**config.mk**
```make
export PLATFORM = sky130hd
export DESIGN_NAME = m2q_sqrt_stage
export DESIGN_NICKNAME = d
export VERILOG_FILES = /design/src/rtl/core/m2q_sqrt_stage.sv
export SDC_FILE = /design/constraint.sdc
export NUM_CORES = 1
export LEC_CHECK = 0
export BUFFER_PORTS_ARGS = -buffer_cell sky130_fd_sc_hd__buf_2
export CAP_MARGIN = 15
export CELL_PAD_IN_SITES_DETAIL_PLACEMENT = 0
export CELL_PAD_IN_SITES_GLOBAL_PLACEMENT = 1
export CORE_MARGIN = 2
export CORE_UTILIZATION = 35
export DETAILED_ROUTE_END_ITERATION = 6
export PLACE_DENSITY = 0.66
export REMOVE_ABC_BUFFERS = 1
export SLEW_MARGIN = 20
export SYNTH_ARGS = -nofsm -noshare
export SYNTH_HDL_FRONTEND = slang
export SYNTH_SLANG_ARGS = --single-unit
```
**constraint.sdc**
```tcl
create_clock -name i_clk -period 23 [get_ports i_clk]
set_clock_uncertainty 0.2 [all_clocks]
set_input_delay 1.15 -clock i_clk [delete_from_list [all_inputs] [get_ports i_clk]]
set_output_delay 1.15 -clock i_clk [all_outputs]
set_load 0.05 [all_outputs]
```
**src/rtl/core/m2q_sqrt_stage.sv**
```systemverilog
// m2q_sqrt_stage: one registered step of a restoring integer square root
// depends on nothing but its parameters

module m2q_sqrt_stage #(
    parameter int VW = 34,
    parameter int RW = 17,
    parameter int BIT = 0,
    parameter int SW = 16
) (
    input  logic          i_clk,
    input  logic          i_en,
    input  logic [VW-1:0] i_rem,
    input  logic [RW-1:0] i_root,
    input  logic [SW-1:0] i_side,
    output logic [VW-1:0] o_rem,
    output logic [RW-1:0] o_root,
    output logic [SW-1:0] o_side
);

    logic [VW+1:0] trial;
    logic [RW-1:0] cand;

    always_comb begin
        cand  = i_root | (RW'(1) << BIT);
        trial = (VW+2)'(cand) * (VW+2)'(cand);
    end

    always_ff @(posedge i_clk) begin
        if (i_en) begin
            o_rem  <= i_rem;
            o_root <= (trial <= (VW+2)'(i_rem)) ? cand : i_root;
            o_side <= i_side;
        end
    end

endmodule

```
==> results.py, run 1 <==
metrics = {
    "timing": {
        "period_minus_slack_ns": 8.92,
        "timing.final.max_slew_violations": 0,
        "rsz_0062_raised_after_global_routing": "no",
        "finalHoldWorstSlack_ns": 0.767,
        "setup_tns_ns": 0,
        "final-hold-violation-count": 0,
        "post-route-period-util_pct": 38.8,
        "tightestPinTransition_ns": 0.911,
        "slew_headroom_pct": 39.3,
        "maxClockFrequency_mhz": 112,
        "finalSetupViolCount": 0,
    },
    "clocking": {
        "clock_tree.buffer_depth": 2,
        "ctsHoldBuffers": 0,
        "cts_tree": "done",
        "cts_inserted_buffers": 9,
        "post_cts_resize_count": 0,
        "cts_max_level": 3,
        "post-cts-setup-buffer-count": 0,
        "ctsRootBufferMaster": "clkbuf_16",
        "clkSlewWorstSetupHoldPaths_ns": 0.08,
        "cts.sinks": 67,
    },
    "floorplanning": {
        "num_rows": 65,
        "design.portCount": 136,
        "coreArea_um2": 31300,
        "start_util_pct": 35.3,
        "die_y_um": 182,
        "die_area_um2": 33100,
        "die-width_um": 182,
    },
    "run": {
        "max-cap-violations": 0,
    },
    "min_path": {
        "worstHoldPathType": "primary input to flop",
    },
    "synth": {
        "syn_inst": 1139,
        "syn-mean-instance-area_um2": 9.72,
        "yosysSeqAreaShare_pct": 18.2,
        "ys.flop_type": "edfxtp_1",
        "synth_top_area_share_pct": 34.4,
        "post_synth_num_cell_types": 52,
        "yosys_register_bits": 67,
        "synthesis.yosys.warnings": 0,
        "synth_area_leaders": "fa_1, edfxtp_1, ha_1",
        "synth_top_area_cell": "fa_1",
        "synthArstFlopShare_pct": 0,
        "synth-edff-count": 67,
        "synthesis.area_um2": 11100,
    },
    "grt": {
        "globalRoute.totalOverflow": 0,
        "largest_net_degree_at_the_start_of_global_routing": 68,
        "first_pass_grt_wire_length_um": 44200,
        "number_of_antenna_violations_at_the_first_check_in_global_routing": 0,
        "grt_pass1_vias": 8385,
        "track_usage_pct": 17.2,
    },
    "critical_path": {
        "critical_path_source_type": "primary input",
        "critPathKind": "primary input to flop",
        "cp_data_required_time_ns": 22.89,
        "maximum_net_fanout_on_the_critical_path": 12,
        "cp.arrival_ns": 8.81,
        "critPathCaptureType": "flop",
    },
    "route": {
        "first_iter_violations": 376,
        "routed-via-count": 7956,
        "route.detailed.drc": 0,
        "drtPass1Iterations": 5,
        "drt_wl_total_um": 27100,
        "number_of_nets_with_antenna_violations_after_detailed_routing": 0,
        "avg_vias_per_cell": 4.79,
        "average_wire_per_cell_in_the_routed_design_um": 16.3,
    },
    "placement": {
        "half_perimeter_wire_length_of_the_detailed_placement_result_um": 22300,
        "post_dp_cell_area_um2": 12100,
        "place.gp.congestion": 0.824,
        "count_of_buffers_from_port_buffering": 135,
    },
    "status": {
        "status": "completed",
    },
    "finish": {
        "flow.area_growth_from_synthesis_pct": 12.5,
        "fin_util_pct": 39.8,
        "drive_above_1_share_pct": 12.6,
        "diodes": 0,
        "fin_area_um2": 12500,
        "final_nets": 1651,
    },
}
-- placed cells by master (no fill, tap or decap), types with 3 or more instances in the layout --
master / netlist / layout
nor3_1: 8 / 8
fa_1: 190 / 190
xor2_1: 12 / 12
and2_1: 26 / 26
edfxtp_1: 67 / 67
o21ai_0: 23 / 23
o21bai_1: 4 / 4
inv_6: 0 / 3
nand2b_1: 4 / 4
a211oi_1: 3 / 3
o21ai_1: 6 / 6
nand2_1: 99 / 99
inv_1: 307 / 307
a21oi_1: 50 / 50
nor2_1: 54 / 54
nor4_1: 3 / 3
and4_1: 5 / 5
clkbuf_16: 0 / 9
a21o_1: 11 / 11
xnor2_1: 28 / 28
nor2b_1: 7 / 7
a31oi_1: 4 / 4
ha_1: 139 / 139
nand4_1: 16 / 16
buf_2: 4 / 134
nand3_1: 8 / 8
-- through the flow --
stage	std cells	setup WS, ns
detailed placement	1644	13.80
global placement	1644	13.92
CTS	1660	14.14
global route	1660	13.59
floorplan	1107	15.25
finish	1660	14.08
-- final cells by class --
| cell class | count | area [µm²] |
|---|---|---|
| Fill cell | 3166 | 18900 |
| Multi-Input combinational cell | 731 | 7770 |
| Sequential cell | 67 | 2010 |
| Inverter | 309 | 1160 |
| Timing Repair Buffer | 135 | 678 |
| Tap cell | 402 | 503 |
| Clock buffer | 9 | 225 |
| Clock inverter | 7 | 105 |
-- synthesized netlist by cell type (all sizes together) (2+ instances only) --
cell	n
a21o	11
clkbuf	27
and2	26
o31ai	2
or2	2
nor4	3
o21bai	4
nand4	16
a21oi	51
o211ai	3
nor3	8
fa	190
edfxtp	67
a31oi	4
buf	5
a21boi	3
clkinv	2
xor2	12
o21ai	29
a211oi	3
and4	5
a41oi	2
o221ai	2
nand2	99
nor2b	7
nand3	8
a2111oi	2
nor2	54
ha	139
nand2b	4
xnor2	28
inv	307
-- final timing paths --
path | start | endpoint | cells past startpoint
max | i_root[10] | o_root[0]$_SDFFCE_PP1P_ | 27
min | i_rem[10] | o_rem[10]$_DFFE_PP_ | 1
-- worst max-delay path, cell delays in order --
cell and delay, ns:
buf_2 0.33, clkinv_1 0.48, nor2_1 0.31, inv_1 0.10
fa_1 0.45, fa_1 0.52, inv_1 0.05, fa_1 0.48
fa_1 0.51, fa_1 0.54, inv_1 0.05, fa_1 0.52
inv_1 0.05, ha_1 0.40, a21oi_1 0.32, o21ai_1 0.15
a2111oi_0 0.62, nand3_1 0.19, a21oi_1 0.19, xnor2_1 0.09
ha_1 0.29, nand4_1 0.13, nor2_1 0.23, and4_1 0.26
o21ai_0 0.10, a31oi_1 0.19, o31ai_1 0.09
-- logic make-up after synthesis --
logic type | after synthesis | synth area share, %
xor+xnor | 40 | 3.17
simple gates | 235 | 9.77
compound gates | 126 | 7.10
buf+inv | 341 | 11.6
flops | 67 | 18.2
mux | 1 | 0.102
fa+ha+maj | 329 | 50.1
-- flip-flops by register name, indices dropped and copies added (netlist names) --
signal,count
o_side,16
o_root,17
o_rem,34
-- per-layer routing --
metal | up-vias | track usage [%] | wire length (µm)
met3 | 24 | 2.33 | 1090
met4 | 0 | 3.22 | 286
met1 | 4000 | 22.9 | 12000
met5 | - | 0 | 0
met2 | 163 | 30.1 | 13800
li1 | 3769 | - | -
Power of run 1 is not shown: default switching activity piles up to over one toggle a cycle in this logic, so the estimate is an artifact.
==> inputs of run 2 (changes only) <==
Settings changed: PLACE_DENSITY 0.66 to 0.69.
Clock period 23 ns to 7.55 ns, I/O delays scaled along.
==> results.py, run 2 (same netlist as run 1, synthesis figures left out) <==
metrics = {
    "finish": {
        "final_nets": 1759,
        "mostFrequentLayoutCell": "inv_1",
        "registers.top_by_ff_count": "o_rem",
        "layout_common_cells": "inv_1, fa_1, ha_1",
        "reg.largest.list": "o_rem: 34 flops, o_root: 17 flops, o_side: 16 flops",
        "largest_register_ffs": 34,
        "final.fill_count": 3057,
        "layoutNonFillerInstCount": 1768,
        "diodes": 0,
        "flow.area_growth_from_synthesis_pct": 20.9,
        "drive_above_1_share_pct": 18.4,
    },
    "clocking": {
        "clock_tree.buffer_depth": 2,
        "clkSlewWorstSetupHoldPaths_ns": 0.07,
        "cts.sinks": 67,
        "post-cts-setup-buffer-count": 0,
        "ctsRootBufferMaster": "clkbuf_16",
        "cts_max_level": 3,
        "cts_tree": "done",
        "cts_inserted_buffers": 9,
    },
    "critical_path": {
        "critPathMostFrequentCell": "fa_1",
        "cp.arrival_ns": 7.05,
        "cp_data_required_time_ns": 7.44,
        "critPathKind": "primary input to flop",
        "maximum_net_fanout_on_the_critical_path": 8,
        "critPathCaptureType": "flop",
        "cpMaxStageDelayCell": "fa_1",
        "critical_path.startpoint": "i_root[7]",
        "crit_path_max_incr_delay_ns": 0.55,
        "critical_path_source_type": "primary input",
    },
    "route": {
        "drt_wl_total_um": 27100,
        "route.detailed.drc": 0,
        "average_wire_per_cell_in_the_routed_design_um": 15.3,
        "drtPass1Iterations": 5,
        "number_of_nets_with_antenna_violations_after_detailed_routing": 0,
        "routed-via-count": 8297,
        "first_iter_violations": 251,
        "avg_vias_per_cell": 4.69,
    },
    "timing": {
        "post-route-period-util_pct": 94.9,
        "rsz_0062_raised_after_global_routing": "no",
        "maxClockFrequency_mhz": 140,
        "finalSetupViolCount": 0,
        "final-hold-violation-count": 0,
        "period_minus_slack_ns": 7.17,
        "postLayoutSetupSlackWorst_ns": 0.383,
        "setup_tns_ns": 0,
        "tightestPinTransition_ns": 0.911,
        "finalHoldWorstSlack_ns": 0.0197,
        "timing.final.max_slew_violations": 0,
        "slew_headroom_pct": 39.3,
    },
    "placement": {
        "half_perimeter_wire_length_of_the_detailed_placement_result_um": 23400,
        "placement.setup.worst_slack_ns": -0.0625,
        "place.detailed.instances": 1727,
        "count_of_buffers_from_port_buffering": 135,
        "place.gp.congestion": 0.905,
    },
    "grt": {
        "track_usage_pct": 17.4,
        "globalRoute.totalOverflow": 0,
        "first_pass_grt_wire_length_um": 44900,
        "largest_net_degree_at_the_start_of_global_routing": 68,
        "number_of_antenna_violations_at_the_first_check_in_global_routing": 1,
        "grt_pass1_vias": 8978,
    },
    "floorplanning": {
        "die-width_um": 182,
        "die_area_um2": 33100,
        "die_y_um": 182,
        "num_rows": 65,
        "coreArea_um2": 31300,
        "start_util_pct": 35.3,
        "design.portCount": 136,
    },
    "status": {
        "status": "completed",
    },
    "min_path": {
        "worstHoldPathType": "primary input to flop",
        "hold_path.startpoint": "i_rem[25]",
    },
    "run": {
        "max-cap-violations": 0,
    },
}
run 2: changes by cell type in the layout (fill, tap and decap cells not counted), moves of 2 or more:
cell           previous run  this run
buf_12                    0         2
buf_2                   134       132
buf_4                     1        82
clkbuf_4                  0         2
clkinv_4                  0         2
dlygate4sd3_1             0        25
nor2_1                   54        48
nor2_2                    0         6
run 2: through the flow:
stage	cell area, µm²	utilization (%)
finish	13400	42.7
global route	13400	42.7
CTS	13300	42.6
detailed placement	12800	40.8
global placement	12800	40.8
floorplan	10900	-
run 2: routing by layer:
layer	GRT usage [%]	wire length (µm)
met2	30.8	13900
met5	0	0
met1	21.8	11500
met3	2.89	1150
met4	4.98	612
run 2: worst max-delay path, delay by kind of cell:
family | cells | cell delay (ns)
compound gates | 7 | 1.25
xor+xnor | 1 | 0.10
buf+inv | 8 | 0.75
fa+ha+maj | 8 | 3.72
simple gates | 5 | 0.83
run 2: path summary, 6_finish.rpt:
kind              cells after the start                 endpoint  slack (ns)
setup / recovery                     29  o_root[0]$_SDFFCE_PP1P_        0.38
hold / removal                        1      o_rem[25]$_DFFE_PP_        0.02
run 2: timing repair:
action                                  CTS  global route
endpoints found under the hold margin    25             0
hold buffers                             25             0
resized for setup                         0            13
endpoints found under the setup margin    0             1
run 2: area by class of cell:
cell class / instances / area, µm² / share of cell area (%)
Clock buffer: 9 / 225 / 1.68
Clock inverter: 7 / 83.8 / 0.627
Inverter: 309 / 1160 / 8.70
Multi-Input combinational cell: 731 / 7810 / 58.4
Sequential cell: 67 / 2010 / 15.0
Tap cell: 402 / 503 / 3.76
Timing Repair Buffer: 243 / 1580 / 11.8
Power of run 2 is left out for the same reason.
